**src/design/pal_pkg.sv**
```systemverilog
package pal_pkg;

	// Operation codes carried in the kind field of a command.
	localparam logic [1:0] KIND_INSERT = 2'd0;
	localparam logic [1:0] KIND_REMOVE = 2'd1;
	localparam logic [1:0] KIND_READ   = 2'd2;

	// Status codes reported with every result.
	localparam logic [1:0] ST_OK    = 2'd0;
	localparam logic [1:0] ST_FULL  = 2'd1;
	localparam logic [1:0] ST_EMPTY = 2'd2;
	localparam logic [1:0] ST_RANGE = 2'd3;

	// Fixed widths of the port fields.
	localparam int POS_W   = 7;
	localparam int VALUE_W = 32;
	localparam int COUNT_W = 8;

	// One command transfer.
	typedef struct packed {
		logic [1:0]                kind;
		logic [POS_W-1:0]          position;
		logic signed [VALUE_W-1:0] value_in;
	} cmd_t;

	// One result transfer.
	typedef struct packed {
		logic [1:0]                status;
		logic signed [VALUE_W-1:0] value_out;
		logic [COUNT_W-1:0]        count;
	} rsp_t;

	// Per-cell update control for the shifting row.
	typedef struct packed {
		logic load;
		logic up;
		logic down;
	} cell_ctl_t;

endpackage

```
**src/design/pal_cell.sv**
```systemverilog
module pal_cell #(
	parameter int DATA_WIDTH = 32
) (
	input  logic                  clk,
	input  pal_pkg::cell_ctl_t    ctl,
	input  logic [DATA_WIDTH-1:0] up_data,
	input  logic [DATA_WIDTH-1:0] down_data,
	input  logic [DATA_WIDTH-1:0] load_data,
	output logic [DATA_WIDTH-1:0] entry
);
	import pal_pkg::*;

	logic [DATA_WIDTH-1:0] entry_q;

	// A load takes the new value; otherwise the cell takes the entry of the
	// lower neighbor on an insert or of the upper neighbor on a remove.
	always_ff @(posedge clk) begin
		if (ctl.load) begin
			entry_q <= load_data;
		end else if (ctl.up) begin
			entry_q <= up_data;
		end else if (ctl.down) begin
			entry_q <= down_data;
		end
	end

	assign entry = entry_q;

endmodule

```
**config.mk**
```make
export PLATFORM = sky130hd
export DESIGN_NAME = pal_cell
export DESIGN_NICKNAME = d
export VERILOG_FILES = /design/src/design/pal_pkg.sv /design/src/design/pal_cell.sv
export SDC_FILE = /design/constraint.sdc
export NUM_CORES = 1
export LEC_CHECK = 0
export ABC_AREA = 0
export BUFFER_PORTS_ARGS = -buffer_cell sky130_fd_sc_hd__buf_4
export CAP_MARGIN = 15
export CORE_UTILIZATION = 40
export DETAILED_ROUTE_END_ITERATION = 7
export PLACE_DENSITY_LB_ADDON = 0.3
export RECOVER_POWER = 100
export SLEW_MARGIN = 20
export SYNTH_ARGS = -nofsm -noshare
export SYNTH_HDL_FRONTEND = slang
export SYNTH_SLANG_ARGS = --single-unit
```
**constraint.sdc**
```tcl
create_clock -name clk -period 3.85 [get_ports clk]
set_input_delay 0.385 -clock clk [delete_from_list [all_inputs] [get_ports clk]]
set_output_delay 0.385 -clock clk [all_outputs]
set_load 0.01 [all_outputs]
```
* Yosys cells after proc, flatten, opt, wreduce, memory -nomap -nowiden
Index checks and enable logic that the tools add are counted.
** Word-level totals
- Word-level logic and storage cells :: 5
- Flip-flop bits (word level) :: 32
- Bits of input ports :: 100
** Cells by class
- Reductions and logical operators :: 1
- Mux-type cells :: 3
** Operator list (number)
- 32-bit two-way mux :: 3
- 3-bit nonzero test :: 1

* Logic depth before layout (Yosys ltp)
Gate-level depths: netlist of the first run.
- Depth after elaboration :: 3
- Depth in mapped cells :: 4

* Least setup slack after synthesis of the first run
Ideal clock, no wire load.
- Path kind :: input to register
- Start point :: in ctl[1] (netlist name)
- End point :: reg entry_q[0], in the netlist entry[0] (enable)
- Data required time :: 3.436 ns
- Arrival time :: 1.280 ns
- Library setup time :: 0.414 ns
- Stages :: 2
- Slack :: 2.156 ns
- Path buffers :: 1
- Path through :: buf_6 > or3_1
** Between the ends
- Cells in the longest elaborated chain, start to end :: 1
** RTL lines
- start, declared :: RTL line pal_cell.sv:5 : input pal_pkg::cell_ctl_t ctl,
- 3-bit nonzero test (no line)
- end signal, assigned :: RTL line pal_cell.sv:19 : entry_q <= load_data;
- end signal, assigned :: RTL line pal_cell.sv:21 : entry_q <= up_data;
- end signal, assigned :: RTL line pal_cell.sv:23 : entry_q <= down_data;
- end, declared :: RTL line pal_cell.sv:13 : logic [DATA_WIDTH-1:0] entry_q;
Every way passes these cells.
A chain may end at the register's enable or synchronous reset.

* Final worst setup path of the first run
- Start point :: in ctl[1] (netlist name)
- End point :: reg entry_q[17], in the netlist entry[17] (enable)
The elaborated chain is that of the path after synthesis.

==> results.md, run 1 <==
- Status: complete, but fails checks
- Failing checks: max-capacitance violations, max-slew violations
- Final Hold Viols: 0
- Max FFs per register: 32
- Die Y: 66.7 um
- Vias after detailed routing: 1,484
- Slew Limit Fails: 33
- Critical Path End Type: flip-flop
- CP cell instances: buf_4 > or3_1 > clkbuf_1
- Sequential Power Share: 0.498
- Std cell rows: 23
- Synth Register Bits: 32
- Largest net degree at the start of global routing: 66
- Synth cell count leaders: edfxtp_1, mux2i_1, nand2_1
- RSZ-0062 raised after global routing: no
- DRT Pass-1 Iters: 4
- Sum Neg Setup Slack: 0 ns
- N_diodes: 0
- Placer Congestion: 0.714
- Vias in the first global route: 1,428
- CTS tree: done
- Ranking of synthesized cells by area: edfxtp_1, mux2i_1, o21ai_1
- # port buffers: 131
- Post-synthesis sequential area ratio: 0.574
- Worst Hold Class: in2reg
- Final WS setup: 1.55 ns
- Combinational share of power: 0.215
- Tot GR Track Use: 0.193
- Psw: 0.224 mW
- Post-synth top area share: 0.574
- Starting DRT DRC Count: 51
- CTS Root Cell: clkbuf_8
- Drt via density: 4.65
- CTS buffer count: 5
- Mapped cell area: 0.00167 sq mm
- Clk slew on worst S/H paths: 0.07 ns
- Post-DP HPWL: 3190 um
- GR Layer Usage met2: 0.369
- IO Pins: 132
- Critical-path top delay cell: clkbuf_1
- Layout cells sized above 1: 0.398
- Critical Path Max Stage Delay: 1.16 ns
- Setup bufs post-CTS: 0
- CP required: 3.73 ns
- H-tree Lvls: 2
- Met3 Resource Use GR: 0.0771
- CP arrival: 2.19 ns
- DRC violations left: 0
- WL per Instance: 13.1 um
- Syn Inst Count: 140
- Detail Route Antenna Nets: 0
- Fillers: 376
- Synth-to-Final Area Change: 54.5%
- Placement Setup Slack: 2.08 ns
- Post-CTS Resized: 0
- Die extent in x: 66.7 um
- Worst-margin pin slew: 1.60 ns
- Period utilization: 0.598
- Crit-path max FO: 33
- GRT met1 Usage: 0.175
- Synth warn: 0
- Leakage power: 1.20 nW
- Max-cap violations: 1
- Core area: 0.00400 sq mm
- Pwr dens: 341 mW/mm^2
- Final #Nets: 368
- EDFF count, synth: 32
- Worst hold start: load_data[0]
- Syn avg cell area: 11.9 sq um
- Synth Flop Type: edfxtp_1
- Num Clock Sinks: 32
- Clk pwr share: 0.287
- FMAX: 434 MHz
- Hold endpoint: entry[0]$_DFFE_PP_
- Synth area leader: edfxtp_1
- Post-synth cell types: 10
- Crit path kind: in2reg
- Net count after synthesis: 240
- CP Launch Type: primary input
- CTS Hold Buffers Added: 0
- Worst slew margin: -0.0692
- First-pass GRT wire length: 6120 um
- Initial antenna violation count: 0
- Async set-reset flop share out of synthesis: 0
- Final setup violating endpoints: 0
- Sw frac: 0.254
- Post-Route WL: 4190 um
- Worst hold margin: 0.373 ns
- GR peak layer: met2
- Initial Utilization: 0.418
- Cell Int Power: 0.658 mW
- Worst hold path stage count: 3
- Final core utilization: 0.646
- Longest Clk Path Bufs: 2
- Gr ovfl total: 0
- Die area: 0.00444 sq mm
- Maximum vdd drop: 0.212 mV
- Fin crit period: 2.30 ns
-- layer usage --
layer / share of wire / wire [um]
met4: 0.014 / 59
met2: 0.54 / 2280
met3: 0.10 / 433
met1: 0.34 / 1420
met5: 0 / 0
-- worst max-delay path by stage --
stage | start | endpoint | slack (ns) | cells past startpoint
final | ctl[1] | entry[17]$_DFFE_PP_ | 1.55 | 3
after global routing | ctl[1] | entry[11]$_DFFE_PP_ | 1.28 | 3
after CTS | ctl[2] | entry[10]$_DFFE_PP_ | 2.39 | 3
after detailed placement | ctl[1] | entry[17]$_DFFE_PP_ | 2.08 | 3
after global placement | ctl[2] | entry[10]$_DFFE_PP_ | 2.11 | 3
after floorplan | ctl[1] | entry[0]$_DFFE_PP_ | 2.16 | 2
-- critical path, delay by kind of cell --
kind / cells / cell delay, ns
buffers and inverters: 2 / 1.60
and+or+nand+nor: 1 / 0.19
-- layout make-up --
| class | count | area [sq um] | area share |
|---|---|---|---|
| clock buffer | 5 | 68.8 | 0.0266 |
| multi-input combinational | 97 | 607 | 0.235 |
| sequential | 32 | 961 | 0.372 |
| timing repair buffer | 132 | 867 | 0.335 |
| tap | 50 | 62.6 | 0.0242 |
| clock inverter | 3 | 18.8 | 0.00726 |
-- power by group through the flow --
stage,clock network (mW),logic (mW),registers (mW)
finish,0.253,0.190,0.439
floorplan,0,0.0671,0.470
detailed placement,0,0.228,0.448
CTS,0.258,0.229,0.441
global route,0.270,0.210,0.443
global placement,0,0.224,0.446
-- placed cells by master, fill, tap and decap left out --
| cell type | Yosys | routed |
|---|---|---|
| o21ai_1 | 30 | 1 |
| clkinv_2 | 0 | 2 |
| nand2_1 | 32 | 32 |
| clkbuf_1 | 1 | 33 |
| mux2i_1 | 32 | 32 |
| buf_4 | 0 | 99 |
| or3_1 | 1 | 1 |
| clkinv_4 | 0 | 1 |
| edfxtp_1 | 32 | 32 |
| clkbuf_8 | 0 | 5 |
| o21ai_0 | 2 | 31 |
-- stage by stage --
stage / power [mW] / instance area, sq um / std cells
after CTS: 0.928 / 2710 / 319
after detailed placement: 0.676 / 2620 / 311
after global placement: 0.669 / 2620 / 311
after global routing: 0.923 / 2580 / 319
final: 0.882 / 2580 / 319
after floorplan: 0.537 / 1670 / 140
-- kinds of logic after synthesis --
logic type | synth area share
compound gates | 0.0957
buf+inv | 0.0628
flops | 0.574
simple gates | 0.0755
mux | 0.191
No activity file was read; power rests on OpenSTA's default activity.
==> run 2, diff against run 1 <==
- CORE_UTILIZATION: 40 -> 35
- clock period: 3.85 -> 2.1 ns (I/O delays scaled with it)
==> run 2 against run 1 <==
- the flow finishes with violations (design-rule violations)
- via count rose by 1.1%
- largest cell class unchanged
- worst hold slack lost 0.16 ns
- sequential share of layout area shrank 0.16 points
- clock power is 68% higher
- flip-flop and latch count is the same
- critical path depth did not move
- final cell count rose by 1.6%
- cell area up 0.44%
- die area grew 14%
- non-clock buffer count rose by 3
==> results.md, run 2 (synthesis results as in run 1) <==
- CTS tree: done
- Std cell rows: 24 (+4.3%)
- CP Launch Type: primary input
- Sum Neg Setup Slack: 0 ns (unchanged)
- FMAX: 648 MHz
- Initial antenna violation count: 0 (unchanged)
- Crit-path max FO: 17 (-48%)
- Worst-margin pin slew: 0.984 ns (-0.619 ns)
- # port buffers: 131 (unchanged)
- Detail Route Antenna Nets: 0 (unchanged)
- Crit path kind: in2reg
- CP required: 2.01 ns (-1.72 ns)
- DRT Pass-1 Iters: 6 (+2)
- Synth-to-Final Area Change: 55.2%
- DRC violations left: 9 (+9)
- Worst Hold Class: in2reg
- Pwr dens: 610 mW/mm^2 (+79%)
- Vias after detailed routing: 1,500 (+1.1%)
- Critical-path top delay cell: clkbuf_1
- Die extent in x: 71.1 um (+6.7%)
- Most frequent cells in the layout: buf_4, clkbuf_1, mux2i_1, nand2_1, edfxtp_1
- CP cell instances: buf_4 > or3_1 > clkbuf_1
- Gr ovfl total: 0 (unchanged)
- Final WS setup: 0.557 ns (-0.990 ns)
- Max-cap violations: 0 (-1)
- Final Hold Viols: 0 (unchanged)
- Num Clock Sinks: 32 (unchanged)
- Leakage power: 1.21 nW (+0.16%)
- Final setup violating endpoints: 0 (unchanged)
- RSZ-0062 raised after global routing: no
- WL per Instance: 13.0 um (-1.1%)
- Largest net degree at the start of global routing: 65 (-1.5%)
- Worst slew margin: 0.344 (+0.413)
- Maximum vdd drop: 0.337 mV (+59%)
- Placer Congestion: 0.680 (-4.8%)
- Die area: 0.00506 sq mm (+14%)
- H-tree Lvls: 2 (unchanged)
- Status: complete, but fails checks
- Tot GR Track Use: 0.170 (-0.0232)
- Vias in the first global route: 1,461 (+2.3%)
- Longest Clk Path Bufs: 2 (unchanged)
- Critical Path End Type: flip-flop
- IO Pins: 132 (unchanged)
- Starting DRT DRC Count: 65 (+27%)
- Max FFs per register: 32 (unchanged)
- Initial Utilization: 0.374 (-0.0443)
- Final #Nets: 371 (+0.82%)
- Die Y: 71.1 um (+6.7%)
- Placement Setup Slack: 0.522 ns (-1.56 ns)
- Total power: 1.58 mW (+80%)
- Layout cells sized above 1: 0.390 (-0.00806)
- Drt via density: 4.63 (-0.48%)
- CTS Root Cell: clkbuf_8
- CTS buffer count: 5 (unchanged)
- Slew Limit Fails: 0 (-100%)
- Setup bufs post-CTS: 0 (unchanged)
- Most common cell after layout, fill and taps aside: buf_4
- Post-Route WL: 4210 um (+0.45%)
- CTS Hold Buffers Added: 0 (unchanged)
- Fin crit period: 1.54 ns
- Post-CTS Resized: 0 (unchanged)
- CP arrival: 1.45 ns (-0.74 ns)
- Failing checks: design-rule violations
- N_diodes: 0 (unchanged)
- Period utilization: 0.735
- Core area: 0.00447 sq mm (+12%)
- Clk slew on worst S/H paths: 0.06 ns (about the same)
- Post-DP HPWL: 3330 um (+4.4%)
- First-pass GRT wire length: 6480 um (+5.9%)
- Critical Path Max Stage Delay: 0.54 ns (-0.62 ns)
run 2: report_power, final:
group	switching [mW]	internal (mW)	total, mW
sequential	0.0183	0.788	0.807
clock	0.196	0.230	0.425
combinational	0.163	0.190	0.353
total	0.377	1.21	1.58
run 2: through the flow:
step / util / std cells / cell area, sq um / hold WS, ns
after detailed placement: 0.591 / 316 / 2650 / 0.500
final: 0.580 / 324 / 2600 / 0.216
after CTS: 0.609 / 324 / 2730 / 0.207
after global routing: 0.580 / 324 / 2600 / 0.205
after floorplan: - / 140 / 1670 / 0.401
after global placement: 0.591 / 316 / 2650 / 0.496
run 2: final cells by class:
class	count	area, sq um
Timing Repair Buffer	135	883
Sequential cell	32	961
Fill cell	437	1880
Tap cell	52	65.1
Multi-Input combinational cell	97	607
Clock buffer	7	76.3
Clock inverter	1	3.75
run 2: worst max-delay path, delay by kind of cell:
| kind | cells | cell delay, ns |
|---|---|---|
| simple gates | 1 | 0.44 |
| buf+inv | 2 | 0.80 |
run 2: path summary, 6_finish.rpt:
| path | depth (start not counted) | endpoint | slack [ns] | from |
|---|---|---|---|---|
| setup / recovery | 3 | entry[21]$_DFFE_PP_ | 0.56 | ctl[1] |
| hold / removal | 3 | entry[25]$_DFFE_PP_ | 0.22 | load_data[25] |
run 2: per-layer routing:
layer | wire [um] | track usage | part of all wire | vias up
li1 | - | - | - | 769
met1 | 1520 | 0.170 | 0.36 | 658
met2 | 2230 | 0.315 | 0.53 | 69
met3 | 401 | 0.0655 | 0.095 | 4
met4 | 58 | 0.0667 | 0.014 | 0
met5 | 0 | 0 | 0 | -
